File: config.mk
export PLATFORM = sky130hd
export DESIGN_NAME = fixed_block_free_list_allocator_unit
export DESIGN_NICKNAME = d
export VERILOG_FILES = /design/src/design/fbfl_pkg.sv /design/src/design/fixed_block_free_list_allocator_unit.sv /design/src/design/fbfl_ctrl.sv /design/src/design/fbfl_datapath.sv
export SDC_FILE = /design/constraint.sdc
export NUM_CORES = 2
export LEC_CHECK = 0
export BUFFER_PORTS_ARGS = -buffer_cell sky130_fd_sc_hd__buf_2
export CAP_MARGIN = 20
export CORE_ASPECT_RATIO = 1.25
export CORE_MARGIN = 3
export CORE_UTILIZATION = 45
export CTS_CLUSTER_DIAMETER = 150
export DETAILED_ROUTE_END_ITERATION = 6
export PLACE_DENSITY = 0.69
export SYNTH_ARGS = -nofsm -noshare
export SYNTH_HDL_FRONTEND = slang
export SYNTH_HIERARCHICAL = 1
export SYNTH_SLANG_ARGS = --single-unit
File: constraint.sdc
create_clock -name i_clk -period 6.1 [get_ports i_clk]
set_clock_uncertainty 0.1 [all_clocks]
set_input_delay 1.22 -clock i_clk [delete_from_list [all_inputs] [get_ports i_clk]]
set_output_delay 1.22 -clock i_clk [all_outputs]
set_load 0.03 [all_outputs]
File: src/design/fbfl_pkg.sv
// package for the fixed block free list allocator
// operation and status codes, controller states, controller command struct
// no dependencies
package fbfl_pkg;

    localparam logic [1:0] MODE_ALLOC = 2'd0;
    localparam logic [1:0] MODE_FREE  = 2'd1;
    localparam logic [1:0] MODE_CLEAR = 2'd2;

    localparam logic [1:0] ST_OK    = 2'd0;
    localparam logic [1:0] ST_EMPTY = 2'd1;
    localparam logic [1:0] ST_RANGE = 2'd2;

    localparam int          IDX_W         = 8;
    localparam int          CNT_W         = 9;
    localparam logic [8:0]  ACTIVE_RESET  = 9'd256;

    typedef enum logic {
        S_IDLE,
        S_EXEC
    } t_state;

    typedef struct packed {
        logic capture;
        logic execute;
    } t_dp_cmd;

endpackage

File: src/design/fixed_block_free_list_allocator_unit.sv
// fixed block free list allocator, top level
// link memory read at the input transfer; list update and result registered at the execute step
// one item in flight; execute waits for an earlier result to be taken
// clear relinks in its execute step through per-entry relink flags; no clearing pass
// reset: synchronous active low; list linked over all blocks, active_blocks 256
// depends on fbfl_pkg, fbfl_ctrl, fbfl_datapath
module fixed_block_free_list_allocator_unit import fbfl_pkg::*; #(
    parameter int MAX_BLOCKS = 256
) (
    input  logic             i_clk,
    input  logic             i_rst_n,
    input  logic             i_in_valid,
    output logic             o_in_ready,
    input  logic [1:0]       i_mode,
    input  logic [IDX_W-1:0] i_block_index,
    output logic             o_out_valid,
    input  logic             i_out_ready,
    output logic [IDX_W-1:0] o_granted_index,
    output logic [1:0]       o_status,
    input  logic             i_cfg_we,
    input  logic [CNT_W-1:0] i_cfg_data
);

    localparam int DEPTH = (MAX_BLOCKS < 256) ? MAX_BLOCKS : 256;

    t_dp_cmd w_cmd;

    fbfl_ctrl u_ctrl (
        .i_clk       (i_clk),
        .i_rst_n     (i_rst_n),
        .i_in_valid  (i_in_valid),
        .o_in_ready  (o_in_ready),
        .i_out_ready (i_out_ready),
        .o_out_valid (o_out_valid),
        .o_cmd       (w_cmd)
    );

    fbfl_datapath #(
        .DEPTH (DEPTH)
    ) u_datapath (
        .i_clk           (i_clk),
        .i_rst_n         (i_rst_n),
        .i_cmd           (w_cmd),
        .i_mode          (i_mode),
        .i_block_index   (i_block_index),
        .i_cfg_we        (i_cfg_we),
        .i_cfg_data      (i_cfg_data),
        .o_granted_index (o_granted_index),
        .o_status        (o_status)
    );

    // one item in flight at a time
    a_one_in_flight: assert property (@(posedge i_clk) disable iff (!i_rst_n)
        (i_in_valid && o_in_ready) |=> !o_in_ready)
        else $error("input transfer taken while an item is in flight");

    // a failed or ignored operation grants nothing
    a_fail_no_grant: assert property (@(posedge i_clk) disable iff (!i_rst_n)
        (o_out_valid && o_status != ST_OK) |-> (o_granted_index == '0))
        else $error("nonzero grant with error status");

    // a new result only follows an execute step
    a_result_from_exec: assert property (@(posedge i_clk) disable iff (!i_rst_n)
        $rose(o_out_valid) |-> $past(w_cmd.execute))
        else $error("result appeared without an execute step");

    // capture and execute never coincide
    a_cmd_exclusive: assert property (@(posedge i_clk) disable iff (!i_rst_n)
        !(w_cmd.capture && w_cmd.execute))
        else $error("capture and execute in the same cycle");

endmodule

File: src/design/fbfl_ctrl.sv
// controller for the free list allocator
// sequences capture and execute, owns the result handshake
// depends on fbfl_pkg
module fbfl_ctrl import fbfl_pkg::*; (
    input  logic    i_clk,
    input  logic    i_rst_n,
    input  logic    i_in_valid,
    output logic    o_in_ready,
    input  logic    i_out_ready,
    output logic    o_out_valid,
    output t_dp_cmd o_cmd
);

    t_state r_state;
    t_state n_state;
    logic   r_out_valid;
    logic   n_out_valid;
    logic   w_accept;
    logic   w_exec;

    assign w_accept = (r_state == S_IDLE) && i_in_valid;
    assign w_exec   = (r_state == S_EXEC) && (!r_out_valid || i_out_ready);

    always_comb begin
        n_state = r_state;
        case (r_state)
            S_IDLE: begin
                if (w_accept) begin
                    n_state = S_EXEC;
                end
            end
            S_EXEC: begin
                if (w_exec) begin
                    n_state = S_IDLE;
                end
            end
            default: begin
                n_state = S_IDLE;
            end
        endcase
    end

    always_comb begin
        o_in_ready    = (r_state == S_IDLE);
        o_cmd.capture = w_accept;
        o_cmd.execute = w_exec;
        if (w_exec) begin
            n_out_valid = 1'b1;
        end else if (i_out_ready) begin
            n_out_valid = 1'b0;
        end else begin
            n_out_valid = r_out_valid;
        end
    end

    always_ff @(posedge i_clk) begin
        if (!i_rst_n) begin
            r_state     <= S_IDLE;
            r_out_valid <= 1'b0;
        end else begin
            r_state     <= n_state;
            r_out_valid <= n_out_valid;
        end
    end

    assign o_out_valid = r_out_valid;

endmodule

File: src/design/fbfl_datapath.sv
// datapath for the free list allocator
// link memory, relink flags, list head, block count and result registers
// depends on fbfl_pkg
module fbfl_datapath import fbfl_pkg::*; #(
    parameter int DEPTH = 256
) (
    input  logic             i_clk,
    input  logic             i_rst_n,
    input  t_dp_cmd          i_cmd,
    input  logic [1:0]       i_mode,
    input  logic [IDX_W-1:0] i_block_index,
    input  logic             i_cfg_we,
    input  logic [CNT_W-1:0] i_cfg_data,
    output logic [IDX_W-1:0] o_granted_index,
    output logic [1:0]       o_status
);

    localparam int              AW      = $clog2(DEPTH);
    localparam logic [CNT_W-1:0] DEPTH_N = CNT_W'(DEPTH);

    logic [CNT_W-1:0] r_mem [DEPTH];
    logic [DEPTH-1:0] r_dflt;
    logic [CNT_W-1:0] r_active;
    logic [CNT_W-1:0] r_link_n;
    logic [CNT_W-1:0] n_link_n;
    logic [IDX_W-1:0] r_head;
    logic [IDX_W-1:0] n_head;
    logic             r_head_valid;
    logic             n_head_valid;
    logic [CNT_W-1:0] r_rd_data;
    logic             r_rd_dflt;
    logic [1:0]       r_mode;
    logic [IDX_W-1:0] r_idx;
    logic [IDX_W-1:0] r_granted;
    logic [IDX_W-1:0] n_granted;
    logic [1:0]       r_status;
    logic [1:0]       n_status;

    logic [CNT_W-1:0] w_eff;
    logic             w_head_in_range;
    logic [AW-1:0]    w_rd_addr;
    logic [AW-1:0]    w_wr_addr;
    logic             w_dflt_valid;
    logic [CNT_W-1:0] w_link;
    logic             w_mem_we;
    logic             w_relink;

    assign w_eff           = (r_active > DEPTH_N) ? DEPTH_N : r_active;
    assign w_head_in_range = ({1'b0, r_head} < DEPTH_N);
    assign w_rd_addr       = r_head[AW-1:0];
    assign w_wr_addr       = r_idx[AW-1:0];
    assign w_dflt_valid    = (({1'b0, r_head} + 9'd1) < r_link_n);
    assign w_link          = r_rd_dflt ? {w_dflt_valid, r_head + 8'd1} : r_rd_data;

    always_comb begin
        n_head       = r_head;
        n_head_valid = r_head_valid;
        n_link_n     = r_link_n;
        n_granted    = '0;
        n_status     = ST_OK;
        w_mem_we     = 1'b0;
        w_relink     = 1'b0;
        case (r_mode)
            MODE_ALLOC: begin
                if (!r_head_valid) begin
                    n_status = ST_EMPTY;
                end else begin
                    n_granted = r_head;
                    if (w_head_in_range) begin
                        n_head_valid = w_link[CNT_W-1];
                        n_head       = w_link[IDX_W-1:0];
                    end else begin
                        n_head_valid = 1'b0;
                        n_head       = '0;
                    end
                end
            end
            MODE_FREE: begin
                if ({1'b0, r_idx} >= w_eff) begin
                    n_status = ST_RANGE;
                end else begin
                    w_mem_we     = i_cmd.execute;
                    n_head       = r_idx;
                    n_head_valid = 1'b1;
                end
            end
            MODE_CLEAR: begin
                w_relink     = i_cmd.execute;
                n_link_n     = w_eff;
                n_head       = '0;
                n_head_valid = (w_eff != '0);
            end
            default: begin
                n_status = ST_OK;
            end
        endcase
    end

    // link memory, registered read of the head entry
    always_ff @(posedge i_clk) begin
        if (i_cmd.capture) begin
            r_rd_data <= r_mem[w_rd_addr];
        end
        if (w_mem_we) begin
            r_mem[w_wr_addr] <= {r_head_valid, r_head};
        end
    end

    // entry reads as its relinked value until written
    always_ff @(posedge i_clk) begin
        if (!i_rst_n) begin
            r_dflt <= '1;
        end else if (w_relink) begin
            r_dflt <= '1;
        end else if (w_mem_we) begin
            r_dflt[w_wr_addr] <= 1'b0;
        end
    end

    always_ff @(posedge i_clk) begin
        if (i_cmd.capture) begin
            r_rd_dflt <= r_dflt[w_rd_addr];
            r_mode    <= i_mode;
            r_idx     <= i_block_index;
        end
        if (i_cmd.execute) begin
            r_granted <= n_granted;
            r_status  <= n_status;
        end
    end

    always_ff @(posedge i_clk) begin
        if (!i_rst_n) begin
            r_active     <= ACTIVE_RESET;
            r_link_n     <= DEPTH_N;
            r_head       <= '0;
            r_head_valid <= 1'b1;
        end else begin
            if (i_cfg_we) begin
                r_active <= i_cfg_data;
            end
            if (i_cmd.execute) begin
                r_head       <= n_head;
                r_head_valid <= n_head_valid;
                r_link_n     <= n_link_n;
            end
        end
    end

    assign o_granted_index = r_granted;
    assign o_status        = r_status;

endmodule

# After elaboration in Yosys (flattened, before gate mapping)
# Memory sizes are Yosys's and may differ from the RTL's. A register that Yosys moved wholly into a read port is not among the register bits.
# Index checks and enable logic that the tools add are counted.
[op_classes]
n_addsub = 2
eq_ne = 4
magnitude_cmp = 6
n_reduce_logical = 14
n_mux = 25
bitwise_logic = 4
[ops]
columns = ["op", "n"]
rows = [
  ["$and A256 B256 Y256", 1],
  ["$not A256 Y256", 1],
  ["$pmux W8 S3", 1],
  ["$lt A8 B9 Y1 const B", 2],
  ["$mux W9", 2],
  ["$mux W8", 2],
  ["$mux W1", 14],
  ["$add A8 B1 Y9 const B", 1],
  ["$ge A8 B9 Y1", 1],
  ["$gt A9 B9 Y1 const B", 1],
  ["$lt A9 B9 Y1", 1],
  ["$reduce_bool A9 Y1", 1],
  ["$add A8 B1 Y8 const B", 1],
  ["$bmux W1 S8", 1],
  ["$demux W1 S8", 1],
  ["$ge A8 B1 Y1 const B", 1],
  ["$pmux W2 S2", 1],
  ["$reduce_and A2 Y1", 2],
  ["$reduce_and A4 Y1", 1],
  ["$logic_and A1 B1 Y1", 3],
  ["$pmux W1 S3", 1],
  ["$reduce_and A3 Y1", 1],
  ["$reduce_bool A3 Y1", 1],
  ["$eq A2 B1 Y1 const B", 1],
  ["11 further kinds", 12],
]
[totals]
register_bits = 306
ram_bits = 2304
wordCells = 68
memories = 1
inputBits = 24
out_inout_bits = 12
[memory_table]
columns = ["memory", "depth", "word_bits", "rd", "rd_clocked_by_memory_dff", "write_ports", "line", "source"]
rows = [
  ["u_datapath.r_mem", 256, 9, 1, 1, 1, "fbfl_datapath.sv:21", "logic [CNT_W-1:0] r_mem [DEPTH];"],
]

# Depth between registers and ports, before layout
[depth]
ltp_word = 7
depth_mapped = 15
depth_no_buf = 10

# Modules after synthesis
# Netlist, hierarchy kept.
[by_module_without_submodules]
columns = ["mod", "instances", "seq_area_each_um2", "area_per_inst_um2", "cells_per_inst"]
rows = [
  ["fbfl_datapath", 1, 75752.7, 102001.6, 5289],
  ["fbfl_ctrl", 1, 40.0, 117.6, 11],
]

# Worst setup path before layout
# No wires, ideal clock.
[synth_timing]
path_type = "reg2reg"
start = "reg u_datapath.r_head[0]"
end = "reg u_datapath.r_head_valid"
setup_slack_ns = -0.160
required_ns = 5.928
period_less_slack_ns = 6.260
stages_incl_launch_ff = 15
path_buffers = 6
arrival_ns = 6.088
setup_ns = 0.072
path_cell_list = "dfxtp_1 buf_6 buf_8 buf_12 buf_12 buf_8 buf_6 and4_1 nand2_1 xnor2_1 ha_1 a2111oi_0 a31oi_1 o221a_2 mux2i_1"
[synth_via]
elab_chain_cells = 5
[synth_rtl]
columns = ["item", "line", "source"]
rows = [
  ["start: declaration", "fbfl_datapath.sv:26", "logic [IDX_W-1:0] r_head;"],
  ["start signal: assignment", "fbfl_datapath.sv:143", "r_head <= n_head;"],
  ["$add A8 B1 Y9", "fbfl_datapath.sv:52", "assign w_dflt_valid = (({1'b0, r_head} + 9'd1) < r_link_n);"],
  ["$lt A9 B9 Y1", "fbfl_datapath.sv:52", ""],
  ["$mux W9", "fbfl_datapath.sv:53", "assign w_link = r_rd_dflt ? {w_dflt_valid, r_head + 8'd1} : r_rd_data;"],
  ["$mux W1", "fbfl_datapath.sv:65", "if (!r_head_valid) begin"],
  ["$pmux W1 S3", "fbfl_datapath.sv:63", "case (r_mode)"],
  ["end signal: assignment", "fbfl_datapath.sv:144", "r_head_valid <= n_head_valid;"],
  ["end: declaration", "fbfl_datapath.sv:28", "logic r_head_valid;"],
]
# No other way between the ends.
# A chain may end at the register's enable or synchronous reset.

# Worst setup path after layout
[layout_timing]
start = "reg u_datapath.r_active[8]"
end = "mem u_datapath.r_mem[225][0], enable pin"
[layout_via]
elab_chain_cells = 7
[layout_rtl]
columns = ["item", "line", "source"]
rows = [
  ["start: declaration", "fbfl_datapath.sv:23", "logic [CNT_W-1:0] r_active;"],
  ["start signal: assignment", "fbfl_datapath.sv:140", "r_active <= i_cfg_data;"],
  ["$gt A9 B9 Y1", "fbfl_datapath.sv:48", "assign w_eff = (r_active > DEPTH_N) ? DEPTH_N : r_active;"],
  ["$mux W9 *", "fbfl_datapath.sv:48", ""],
  ["$ge A8 B9 Y1 *", "fbfl_datapath.sv:79", "if ({1'b0, r_idx} >= w_eff) begin"],
  ["$mux W1 *", "fbfl_datapath.sv:79", ""],
  ["$mux W1 *", "fbfl_datapath.sv:63", ""],
  ["$mux W1 *", "fbfl_datapath.sv:104", "if (w_mem_we) begin"],
  ["$mux W1 (implied by the code) *", "fbfl_datapath.sv:105", "r_mem[w_wr_addr] <= {r_head_valid, r_head};"],
  ["end: declaration", "fbfl_datapath.sv:21", ""],
]
# Mark *: on every way between the ends. The rest lies on a longest branch, timed or not.

==> out/results.md <==
| Item | Value |
|---|---|
| Outcome | finished, violations left |
| Violated checks | DRC |
| Post-synthesis cell area | 0.102 mm² |
| Met1 wire length | 97400 µm |
| Worst hold slack | 366 ps |
| Async SR Flop Fraction | 0% |
| Pin count of the biggest net entering global routing | 136 |
| DRC violation count after routing | 1 |
| Number of setup violations in the final report | 0 |
| Critical Path RT | 6540 ps |
| Topmost layer with routed signal wires | met5 |
| Total routing resource utilization after global routing | 22.8% |
| Clk Tree Root Cell | sky130_fd_sc_hd__clkbuf_16 |
| Crit-path max FO | 46 |
| Detailed Place HPWL | 170000 µm |
| Port Buf Inserts | 35 |
| Most frequently used flop master after synthesis | sky130_fd_sc_hd__edfxtp_1 |
| Power per cell area | 306 mW/mm² |
| Share of the yosys chip area belonging to registers | 74.2% |
| DRT Pass-1 Iters | 7 |
| DIE AREA | 0.233 mm² |
| Routed met2 length | 127000 µm |
| TritonCTS clock tree | yes |
| Deepest level of the CTS H-tree | 4 |
| Mean instance size in the synthesized netlist | 19.3 µm² |
| Cell count after synthesis | 5300 |
| Placeable core region | 0.225 mm² |
| Synthesis-to-finish area growth | 12.3% |
| Average detailed-routed wire length per instance | 31.1 µm |
| Highest clock rate | 223 MHz |
| Critical Path Start Type | register |
| Most common cell after layout, fill and taps aside | sky130_fd_sc_hd__edfxtp_1 |
| WP data arrival | 4930 ps |
| Number of max-capacitance violations reported | 0 |
| Final wirelength | 268000 µm |
| Clock Sinks | 2619 |
| Dpl ws | 1380 ps |
| Worst supply voltage drop on vdd | 296 µV |
| Type of the most critical hold path | register to register |
| Final hold vios | 0 |
| DRC marker count from the first detailed-route iteration | 7100 |
| Instance count after placement with tap cells included | 8164 |
| CP top delay family | simple AND/OR/NAND/NOR gates |
| Total global routing overflow | 0 |
| CTS Buf Count | 230 |
| Drt via density | 6.26 |
| Die boundary width | 432 µm |
| Most numerous cell on the critical path | sky130_fd_sc_hd__buf_4 |
| Flip-flop and latch count after synthesis | 2619 |
| Cell depth of the worst min-delay path | 2 |
| Yosys warning total | 6 |
| Post-synth EDFFs | 2334 |
| Cells traversed along the worst timing path | inv_6 > nand2_1 > ha_1 > and3_1 > a22o_1 > a311oi_1 > nor2_4 > buf_4 > nor3_1 > buf_4 |
| Die Span Y | 539 µm |
| Crit Path Class | register to register |
| Worst Setup Slack, final | 1610 ps |
| Final setup TNS | 0 ps |
| RSZ-0062 raised after global routing | no |
| Initial antenna violation count | 18 |
| Wire length of the first global-routing pass | 385000 µm |
| Net count after synthesis | 5345 |
| Initial Util | 45.5% |
| Total chip power | 35100 µW |
| Headroom to the max-slew limit | 23.0% |
| Clock insertion delay at the later pin of the skew report | 870 ps |
| Final worst path period need | 4490 ps |
| Number of max-slew violations in the final report | 0 |
| Count of pins on the block boundary | 36 |
| Leak Pwr | 0.0352 µW |
| CP endpoint kind | register |
| WL met3 | 23500 µm |
| Clock tree buffer depth | 4 |
| Remaining antenna violation count | 0 |
| Slowest stage cell on the critical path | sky130_fd_sc_hd__nor3_1 |
| Fraction of final layout cells with drive strength greater than 1 | 26.0% |
| Buffering stage count on the worst path with inverters included | 3 |
| Post-CTS resize count | 0 |
| Number of standard cells in the layout, taps in and fillers out | 8599 |
| Largest stage delay on the critical path | 700 ps |
| Clock slew at the register clock pins of the worst setup and hold paths | 70 ps |
| Part of the cycle the worst path needs | 73.6% |
| Number of gates on the worst path with buffers counted | 10 |
| Site row count | 194 |
| Total via count after detailed routing | 53900 |
| Slack of the worst reg-to-reg path | 1610 ps |
| Placer congestion estimate | 0.973 |
| Number of global-route vias before repair | 53400 |
| Net total in the final layout | 5508 |
| Number of cell instances on the worst register-to-register path | 10 |
| Top library cells by usage in the layout, fill and taps aside | sky130_fd_sc_hd__edfxtp_1 (2334), sky130_fd_sc_hd__mux4_2 (611), sky130_fd_sc_hd__dfxtp_1 (276) |
| Number of buffers inserted by hold repair at cts | 0 |
| Count of cell types in the netlist | 71 |
| Buffers inserted by post-CTS timing repair | 0 |
| Transition time of the tightest slew-check pin | 1150 ps |
synth_stat cells, types with 15 or more instances:
cell type                  number  share of area, %
sky130_fd_sc_hd__edfxtp_1    2334                69
sky130_fd_sc_hd__mux4_2       611                13
sky130_fd_sc_hd__dfxtp_1      285               5.6
sky130_fd_sc_hd__clkbuf_1     211              0.78
sky130_fd_sc_hd__a22oi_1      190               1.4
sky130_fd_sc_hd__o21ai_0      161              0.79
sky130_fd_sc_hd__inv_1        159              0.58
sky130_fd_sc_hd__nor3_1       148              0.73
sky130_fd_sc_hd__nand2_1      130              0.48
sky130_fd_sc_hd__a211oi_1     112              0.82
sky130_fd_sc_hd__o22a_1       108              0.93
sky130_fd_sc_hd__a21oi_1      106              0.52
sky130_fd_sc_hd__nor2_1        75              0.28
sky130_fd_sc_hd__nand3_1       74              0.36
sky130_fd_sc_hd__buf_2         64              0.31
sky130_fd_sc_hd__mux2i_1       63              0.62
sky130_fd_sc_hd__o22ai_1       51              0.31
sky130_fd_sc_hd__buf_4         44              0.32
sky130_fd_sc_hd__o211ai_1      32              0.24
sky130_fd_sc_hd__mux2_2        31              0.34
sky130_fd_sc_hd__buf_1         29              0.11
sky130_fd_sc_hd__buf_6         28              0.31
sky130_fd_sc_hd__nor2b_1       22              0.13
sky130_fd_sc_hd__or2_2         22              0.13
sky130_fd_sc_hd__a221oi_1      21              0.18
sky130_fd_sc_hd__ha_1          21              0.26
sky130_fd_sc_hd__a222oi_1      20              0.20
sky130_fd_sc_hd__and3_1        15             0.092
routing by layer:
metal	global-route usage [%]	up-vias
li1	-	22200
met1	29.6	28100
met2	35.2	2904
met3	4.40	638
met4	14.6	8
met5	0	-
where the power goes:
part	total, µW	internal (µW)	switching [µW]
Combinational	1000	336	668
Clock	14700	8250	6400
Sequential	19400	19400	53.5
Total	35100	27900	7130
final timing paths:
check / start / endpoint
max: u_datapath/r_active[8] / u_datapath/r_mem[225][0]
min: u_datapath/r_dflt[82] / u_datapath/r_dflt[82]
max reg2reg: u_datapath/r_active[8] / u_datapath/r_mem[225][0]
min reg2reg: u_datapath/r_dflt[82] / u_datapath/r_dflt[82]
kinds of logic (layout without fill, tap and decap cells):
group	after synthesis	after routing	synth area share, %
xor+xnor	5	5	0.0429
buf+inv	540	889	2.50
fa+ha+maj	21	21	0.257
compound gates	849	849	5.82
other cells	0	10	0
flops	2619	2619	74.2
simple gates	561	561	2.72
mux	705	705	14.4
state kept, by name (all words and copies together), names as in the netlist, 2 cells and up:
signal and cells:
u_datapath/o_granted_index 8, u_datapath/o_status 2, u_datapath/r_active 9, u_datapath/r_dflt 256, u_datapath/r_head 8, u_datapath/r_idx 8, u_datapath/r_link_n 9, u_datapath/r_mem 2304
u_datapath/r_mode 2, u_datapath/r_rd_data 9
per-stage QoR:
stage | cell area (µm²) | util, %
CTS | 115000 | 51.0
global route | 115000 | 51.1
finish | 115000 | 51.1
global placement | 107000 | 47.6
detailed placement | 107000 | 47.7
floorplan | 102000 | -
worst reg2reg max path: stages (launching register included):
cell	delay [ps]
sky130_fd_sc_hd__dfxtp_1	420
sky130_fd_sc_hd__inv_6	420
sky130_fd_sc_hd__nand2_1	110
sky130_fd_sc_hd__ha_1	310
sky130_fd_sc_hd__and3_1	220
sky130_fd_sc_hd__a22o_1	250
sky130_fd_sc_hd__a311oi_1	510
sky130_fd_sc_hd__nor2_4	320
sky130_fd_sc_hd__buf_4	430
sky130_fd_sc_hd__nor3_1	790
sky130_fd_sc_hd__buf_4	310
final cells by class:
class / instances / area (µm²)
multi-input combinational: 2141 / 24400
antenna: 10 / 25.0
sequential: 2619 / 75800
clock inverter: 126 / 1360
clock buffer: 292 / 6190
timing repair buffer: 312 / 2600
tap: 2940 / 3680
fill: 17400 / 110000
inverter: 159 / 602
No activity file was read; power rests on OpenSTA's default activity.
